## src/design/frr_pkg.sv

```systemverilog
// Package for the fraction remainder rounder.
// Shared widths, status codes, datapath opcodes and controller handshake structs.
package frr_pkg;

  localparam int WORD_BITS = 64;
  localparam int RADIX_W   = 16;
  localparam int PREC_W    = 7;
  localparam int STAT_W    = 2;
  localparam int IDX_W     = 1;
  localparam int DIV_CNT_W = $clog2(WORD_BITS);

  localparam logic [IDX_W-1:0] REG_RADIX  = 1'b0;
  localparam logic [IDX_W-1:0] REG_TARGET = 1'b1;

  localparam logic [RADIX_W-1:0] RADIX_RESET  = 16'd10;
  localparam logic [PREC_W-1:0]  TARGET_RESET = 7'd3;

  localparam logic [STAT_W-1:0] ST_OK    = 2'd0;
  localparam logic [STAT_W-1:0] ST_DIV0  = 2'd1;
  localparam logic [STAT_W-1:0] ST_RADIX = 2'd2;

  typedef enum logic [3:0] {
    OP_NONE,
    OP_LOAD,
    OP_ERR,
    OP_REM_START,
    OP_REM_TAKE,
    OP_ZERO,
    OP_SCALE,
    OP_FRAC_START,
    OP_FRAC_TAKE,
    OP_DROP_START,
    OP_DROP_TAKE,
    OP_POW_INIT,
    OP_POW,
    OP_FIX
  } op_t;

  typedef struct packed {
    op_t op;
  } cmd_t;

  typedef struct packed {
    logic bad;
    logic rem_zero;
    logic scale_more;
    logic drop_more;
    logic rounded;
    logic pow_more;
    logic div_done;
  } stat_t;

endpackage

```

## src/design/frr_ctrl.sv

```systemverilog
// Controller state machine sequencing the datapath for one word at a time.
// Depends on frr_pkg.
module frr_ctrl (
  input  logic           clk,
  input  logic           rst,
  input  logic           req_valid,
  output logic           req_ready,
  output logic           rsp_valid,
  input  logic           rsp_ready,
  input  frr_pkg::stat_t stat,
  output frr_pkg::cmd_t  cmd
);
  import frr_pkg::*;

  typedef enum logic [9:0] {
    S_IDLE  = 10'b0000000001,
    S_CHECK = 10'b0000000010,
    S_REM   = 10'b0000000100,
    S_TEST  = 10'b0000001000,
    S_SCALE = 10'b0000010000,
    S_FRAC  = 10'b0000100000,
    S_DROP  = 10'b0001000000,
    S_DROPW = 10'b0010000000,
    S_POW   = 10'b0100000000,
    S_OUT   = 10'b1000000000
  } state_t;

  state_t state;
  state_t state_next;

  always_comb begin
    state_next = state;
    cmd.op     = OP_NONE;
    unique case (state)
      S_IDLE: if (req_valid) begin
        cmd.op     = OP_LOAD;
        state_next = S_CHECK;
      end
      S_CHECK: if (stat.bad) begin
        cmd.op     = OP_ERR;
        state_next = S_OUT;
      end else begin
        cmd.op     = OP_REM_START;
        state_next = S_REM;
      end
      S_REM: if (stat.div_done) begin
        cmd.op     = OP_REM_TAKE;
        state_next = S_TEST;
      end
      S_TEST: if (stat.rem_zero) begin
        cmd.op     = OP_ZERO;
        state_next = S_OUT;
      end else begin
        state_next = S_SCALE;
      end
      S_SCALE: if (stat.scale_more) begin
        cmd.op = OP_SCALE;
      end else begin
        cmd.op     = OP_FRAC_START;
        state_next = S_FRAC;
      end
      S_FRAC: if (stat.div_done) begin
        cmd.op     = OP_FRAC_TAKE;
        state_next = S_DROP;
      end
      S_DROP: if (stat.drop_more) begin
        cmd.op     = OP_DROP_START;
        state_next = S_DROPW;
      end else if (stat.rounded) begin
        cmd.op     = OP_POW_INIT;
        state_next = S_POW;
      end else begin
        state_next = S_OUT;
      end
      S_DROPW: if (stat.div_done) begin
        cmd.op     = OP_DROP_TAKE;
        state_next = S_DROP;
      end
      S_POW: if (stat.pow_more) begin
        cmd.op = OP_POW;
      end else begin
        cmd.op     = OP_FIX;
        state_next = S_OUT;
      end
      S_OUT: if (rsp_ready) state_next = S_IDLE;
      default: state_next = S_IDLE;
    endcase
  end

  always_ff @(posedge clk) begin
    if (rst) state <= S_IDLE;
    else     state <= state_next;
  end

  assign req_ready = state == S_IDLE;
  assign rsp_valid = state == S_OUT;

endmodule

```

## config.mk

```make
export PLATFORM = sky130hd
export DESIGN_NAME = frr_ctrl
export DESIGN_NICKNAME = d
export VERILOG_FILES = /design/src/design/frr_pkg.sv /design/src/design/frr_ctrl.sv
export SDC_FILE = /design/constraint.sdc
export NUM_CORES = 1
export LEC_CHECK = 0
export BUFFER_PORTS_ARGS = -buffer_cell sky130_fd_sc_hd__buf_2
export CAP_MARGIN = 20
export CORE_MARGIN = 3
export CORE_UTILIZATION = 30
export CTS_CLUSTER_DIAMETER = 120
export CTS_CLUSTER_SIZE = 10
export DETAILED_ROUTE_END_ITERATION = 10
export SYNTH_ARGS = -nofsm -noshare
export SYNTH_HDL_FRONTEND = slang
export SYNTH_SLANG_ARGS = --single-unit
```

## constraint.sdc

```tcl
create_clock -name clk -period 2.16 [get_ports clk]
set_input_delay 0.108 -clock clk [delete_from_list [all_inputs] [get_ports clk]]
set_output_delay 0.108 -clock clk [all_outputs]
set_load 0.02 [all_outputs]
```

Word level (Yosys, flattened, before mapping)
Cells that the tools add are included.

Multiplexer cells: 22. Eq/ne operators: 16. Reduce and logical (&&, ||, !) cells: 2.

Operators with widths (count): $mux W10 (10); $pmux W10 S9 (1); $pmux W4 S9 (1); $mux W4 (4); $eq A10 B1 Y1 const B (1); $eq A10 B10 Y1 const B (1); $eq A10 B2 Y1 const B (1); $eq A10 B3 Y1 const B (1); $eq A10 B4 Y1 const B (1); $eq A10 B5 Y1 const B (1); $eq A10 B6 Y1 const B (1); $eq A10 B7 Y1 const B (1); $eq A10 B8 Y1 const B (1); $eq A10 B9 Y1 const B (1); $ne A2 B2 Y1 const B (4); $mux W3 (2); $reduce_and A6 Y1 (1); $mux W1 (4); $ne A2 B1 Y1 const B (2); $reduce_or A2 Y1 (1).

Word-level logic and storage cells: 41. Output and inout bits: 6. Flip-flop bits (word level): 10.

Longest topological paths before layout
Gate-level depths: netlist of the first run.

Depth in word-level cells: 4. Gate-level depth with buffers: 7.

Least setup slack after synthesis of the first run
OpenSTA, ideal clock, no wires.

Path type: register -> register. Start: register state[3]. End: register state[9]. Cell stages (with the launch flop): 6. Setup time: 95 ps. Path buffers: 0. Setup slack: 126 ps. Data arrival time: 1939 ps. Data required time: 2065 ps. Path through: dfxtp_1 > nor4_2 > nand2_1 > nor3_1 > a221oi_1 > a221oi_1.

RTL lines: start: declaration (line frr_ctrl.sv:28) `state_t state;`; start signal: assignment (line frr_ctrl.sv:92) `else state <= state_next;`; $eq A10 B10 Y1 *; via rsp_valid (line frr_ctrl.sv:8) `output logic rsp_valid,`; $ne A2 B1 Y1 (no line); $reduce_and A6 Y1 (no line).

The timed path passes the listed nets; every way through them passes the cells marked *. A chain may end at the register's enable or synchronous reset.

==> results of run 1 <==
-- cells in the mapped netlist, drive strengths merged (2+ instances only) --
cell,count,area share [%]
nand3,4,2.4
nand2,8,3.5
o211ai,3,2.6
or3,2,2.6
nand4b,3,4.9
or4b,2,2.4
or4,3,3.1
nor2,13,6.6
buf,2,2.6
a221oi,2,2.1
xor2,3,3.1
a21oi,4,3.7
inv,4,1.8
nor4,3,2.9
clkbuf,2,2.2
and4,2,2.4
dfxtp,10,24
o21ai,5,3.4
nor3,9,5.9
-- logic make-up after synthesis --
logic type	synth area share (%)
DFF	23.53
muxes	1.177
AOI/OAI and AO/OA	18.97
and+or+nand+nor	46.62
xor gates and xnor gates	3.089
buffers and inverters	6.616
-- worst max-delay path, delay by kind of cell (launching register included) --
kind | cells | cell delay (ps)
buffers and inverters | 2 | 170
flip-flops | 1 | 370
AND/OR/NAND/NOR | 4 | 1150
AO/OA/AOI/OAI | 1 | 90
-- worst min-delay path by stage --
stage / slack (ps) / cells after the start / end
finish: 80 / 2 / state[5]$_SDFFE_PP0P_
global route: 90 / 2 / state[5]$_SDFFE_PP0P_
CTS: 70 / 2 / state[5]$_SDFFE_PP0P_
detailed placement: 370 / 2 / state[5]$_SDFFE_PP0P_
global placement: 360 / 2 / state[5]$_SDFFE_PP0P_
floorplan: 230 / 1 / state[5]$_SDFFE_PP0P_
-- cells in the final DEF (no fill, tap or decap), types with 2 or more instances in the layout --
master,Yosys,routed
xor2_1,3,3
a21oi_1,3,3
inv_1,3,3
clkbuf_4,0,3
o211ai_1,3,3
nand2_1,8,7
nor3_1,8,6
nor3_2,1,3
nand4b_1,2,2
o21ai_0,4,2
a221oi_1,2,2
dfxtp_4,0,6
buf_4,0,14
o21ai_1,0,2
nor2_1,12,12
nand3_1,4,4
buf_2,0,14
nor4_2,1,2
or3_4,2,2
dfxtp_1,10,4
or4_4,1,2
-- final cells by class --
class                           instances  area, um2
Inverter                                4      15.01
Timing Repair Buffer                   29      186.4
Tap cell                               30      37.54
Sequential cell                        10      222.7
Multi-Input combinational cell         83      620.6
Fill cell                             253       1471
Clock buffer                            4      36.28
-- power by group through the flow --
| stage | clock network, mW | registers [mW] | logic, mW |
|---|---|---|---|
| floorplan | 0 | 0.215 | 0.202 |
| global placement | 0 | 0.228 | 0.266 |
| detailed placement | 0 | 0.228 | 0.263 |
| CTS | 0.182 | 0.225 | 0.287 |
| global route | 0.188 | 0.230 | 0.376 |
| finish | 0.181 | 0.227 | 0.347 |
-- through the flow --
step | TNS [ps] | power [mW] | cells | hold WS, ps | util, %
floorplan | 0 | 0.4172 | 101 | 225.8 | -
global placement | 0 | 0.4942 | 147 | 362.0 | 36.96
detailed placement | 0 | 0.4910 | 147 | 374.1 | 36.96
CTS | 0 | 0.6939 | 153 | 70.29 | 39.52
global route | -34.03 | 0.7944 | 160 | 89.60 | 43.19
finish | -0.6091 | 0.7547 | 160 | 78.96 | 43.19
-- metal layers --
metal	global-route usage (%)	vias up
li1	-	442
met1	19.69	420
met2	24.18	34
met3	2.614	8
met4	5.825	0
met5	0	-
-- timing repair --
item | CTS | global route
endpoints found under the hold margin | 0 | 0
pin swaps | 3 | 4
endpoints found under the setup margin | 1 | 3
resized for setup | 8 | 15
setup buffers | 2 | 7
==> run metrics, run 1 <==
Final GP Congestion=0.8623; first-pass GRT wire length=4050 um; Slew HR=69.10%; Pint=0.4806 mW; CTS tree=built; Worst Path Required=2050 ps; worst clock skew=4.458 ps; layout cells sized above 1=46.15%; power density over the cells=a little under 700 nW/um2; Synthesized Nets=~110; CTS Sinks=10; Yosys warning count=0; Net Sw Power=0.2741 mW; router iterations before antenna repair=4; CTS HTree Levels=1; Hold Startpoint=stat[4]; met1 wire length=1098 um; peak fanout along the critical path=4; Final Max Tran Viols=0; MaxCap Viol Count=0; overflow left after global routing=0; CTS Buf Count=3; FF-to-FF setup slack=130 ps; highest-delay cell along the critical path=or4b_4; crit path setup slack, layout=-0.6091 ps; RSZ-0062 raised after global routing=yes; switching fraction of total power=36.32%; Initial Util=32.85%; post-route cell area=1119 um2; Avg WL per Cell=between 15 and 20 um; Syn Area/Cell=8.424 um2; area grow syn2layout=31.47%; Clock power frac=24.0%; ANT nets after route=0; post-place instance area=957.2 um2; die area=3511 um2; IO buf count=16; post-synthesis sequential area ratio=23.53%; wirelength, routed=2687 um; Worst Setup Path Type=reg2out; register share of total power=30.0%; fin crit period=2161 ps; max reg flops=10; worst-case clock buffer depth=2; final hold vios=0; Die Wd=59.26 um; asr flop ratio synth=0%; total leakage power=0.4576 nW; initial antenna violation count=0; Setup crit start=state[1]$_SDFFE_PP0P_; post-DP HPWL=roughly 1800 um; CTS Root Cell=clkbuf_4; met3 wire length=177 um; outcome=finished, violations left; IO Pins=17; pre-CTS WS=161.4 ps; crit path DAT=2050 ps; vias in the first global route=842; GRT Resource Usage Total=15.00%; Biggest register=state; largest net degree at the start of global routing=11; CORE AREA=2590 um2; Top Registers=state (10); metal2 WL=1340 um; Slew @ Worst Pin=between 400 and 500 ps; Vias/cell=5.650; register bit count reported by yosys=10; Syn Inst Count=101; Site Rows=18; Post-synth EDFFs=0; Worst-path clk slew=around 80 ps; Worst path max stage delay=about 540 ps; Critical Path End Type=output port; mapped cell area=850.8 um2; VDD IR max=0.0003283 V; cell count of the worst reg-to-reg path=6; # setup viols final=1; chip height=59.26 um; crit path to=cmd[0]; Crit Reg-Reg Startpoint=state[1]$_SDFFE_PP0P_; Netlist cell types=46; Post-synth top flop=dfxtp_1; Final period util=100.0%; clk_lat worst skew=280 ps; f_max=0.4628 GHz; via count=904; reg-to-reg endpoint=state[0]$_SDFFE_PP1P_; Combinational Power Share=46.0%; DRC=0; First DRT Iteration DRCs=48; CTS Hold Bufs=0; ant diodes=0; crit-path cells=or4b_4, or3_4, inv_2, nand2_2, o211ai_1, or4_4, buf_6; DR top layer=met4; startpoint types=register; Final nets=142; failing checks=negative setup slack; worst hold path class=in2reg
(Power assumes the default switching activity.)
==> inputs of run 2 (changes only) <==
PLACE_DENSITY_LB_ADDON = 0.25   (was unset)
==> run 2 against run 1 <==
The run now ends clean. Hold slack gained 12 ps. Final area fell by 4.5%. Non-clock buffer count shrank 3. Via count down 0.11%. Die area did not move. Maximum frequency is 0.10% higher. Flip-flop and latch count stayed put. Utilization down 1.9 points. Combinational power is 10% lower. Cell count shrank 2.5%. Routed wire length is 9.0% lower. Worst setup slack gained 2.2 ps. Largest power group unchanged.
==> run metrics, run 2 (synthesized netlist as in run 1, its figures left out) <==
Final period util=between 90% and 100%; VDD IR max=roughly 0.00033 V; crit path setup slack, layout=~1.6 ps; Worst Setup Path Type=reg2out; area grow syn2layout=25.59%; die area=about 3500 um2; post-DP HPWL=between 1500 and 2000 um; Worst Path Required=2050 ps; IO buf count=16; clk_lat worst skew=270 ps; pre-CTS WS=around 160 ps; Slew HR=70.98%; post-route cell area=1069 um2; Worst-path clk slew=roughly 70 ps; Site Rows=18; DP Cell Count=149; worst hold path class=in2reg; worst-case clock buffer depth=2; CTS Buf Count=3; initial antenna violation count=0; wirelength, routed=between 2000 and 2500 um; outcome=completed; Critical Path End Type=output port; router iterations before antenna repair=4; Slew @ Worst Pin=432.9 ps; layout cells sized above 1=between 40% and 50%; Avg WL per Cell=15.67 um; Final Instance Count excl. Fillers=approximately 160; RSZ-0062 raised after global routing=yes; ant diodes=0; setup tns final=0 ps; vias in the first global route=around 820; Top Registers=state (10); CTS HTree Levels=1; Final Max Tran Viols=0; post-place instance area=approximately 1000 um2; ANT nets after route=0; startpoint types=register; worst clock skew=3.398 ps; fin crit period=2158 ps; final total power=0.6766 mW; CTS Root Cell=clkbuf_4; Vias/cell=5.788; # setup viols final=0; first-pass GRT wire length=3891 um; CTS Sinks=10; kind of cell adding the most delay to the critical path=simple AND/OR/NAND/NOR gates; Die Wd=59.26 um; final hold vios=0; Final nets=approximately 140; f_max=~0.46 GHz; crit-path cells=or4_4, or3_4, inv_2, nand2_2, o211ai_1, or4_1, buf_6; via count=903; crit path DAT=a little over 2000 ps; overflow left after global routing=0; MaxCap Viol Count=0; largest net degree at the start of global routing=11; chip height=59.26 um; most common cell after layout, fill and taps aside=buf_2; max reg flops=10; most frequent cells in the layout=15 x buf_2, 11 x nor2_1, 10 x buf_4; Worst path max stage delay=550 ps; CTS tree=built; Final GP Congestion=around 0.86; CORE AREA=2590 um2; total leakage power=approximately 0.44 nW; IO Pins=17; Biggest register=state; highest-delay cell along the critical path=or4_4; DRC=0; Initial Util=32.85%; FILL cells=between 200 and 300; crit path buf inv count=2; First DRT Iteration DRCs=24; power density over the cells=633.3 nW/um2; GRT Resource Usage Total=approximately 15%; peak fanout along the critical path=3
## run 2: layout make-up
cell class	instances	area [um2]	share of cell area, %
clock buffers	3	22.52	2.108
repair buffers	26	161.4	15.11
inverters	4	15.01	1.405
multi-input cells	83	615.6	57.61
flip-flops and latches	10	216.5	20.26
well taps	30	37.54	3.513
## run 2: path summary, 6_finish.rpt
kind,startpoint,endpoint,slack (ps),cells after the start
max,state[8]$_SDFFE_PP0P_,cmd[0],2,7
min,stat[4],state[5]$_SDFFE_PP0P_,90,2
max reg2reg,state[8]$_SDFFE_PP0P_,state[0]$_SDFFE_PP1P_,130,6
min reg2reg,state[7]$_SDFFE_PP0P_,state[7]$_SDFFE_PP0P_,540,2
## run 2: metrics by stage
| step | utilization (%) | hold WS (ps) |
|---|---|---|
| 2_1_floorplan | - | 225.8 |
| 3_3_place_gp | 37.54 | 380.9 |
| 3_5_place_dp | 37.54 | 372.8 |
| 4_1_cts | 40.29 | 79.95 |
| 5_1_grt | 41.26 | 91.26 |
| 6_report | 41.26 | 90.73 |
## run 2: routing by layer
| layer | global-route usage, % | vias to the layer above | wire length [um] |
|---|---|---|---|
| li1 | - | 435 | - |
| met1 | 20.18 | 426 | 1152 |
| met2 | 21.22 | 36 | 1080 |
| met3 | 3.268 | 6 | 182 |
| met4 | 6.472 | 0 | 29 |
| met5 | 0 | - | 0 |
## run 2: repair_timing
| action | CTS | global route |
|---|---|---|
| pin swaps | 3 | 1 |
| resized for setup | 10 | 8 |
| setup buffers | 4 | 0 |
| hold buffers | 0 | 0 |
| setup endpoints to repair | 1 | 3 |
| endpoints found under the hold margin | 0 | 0 |
## run 2: where the power goes
group / internal [mW] / switching (mW)
Combinational: 0.148 / 0.162
Sequential: 0.204 / 0.0307
Clock: 0.0644 / 0.0674
Total: 0.416 / 0.260
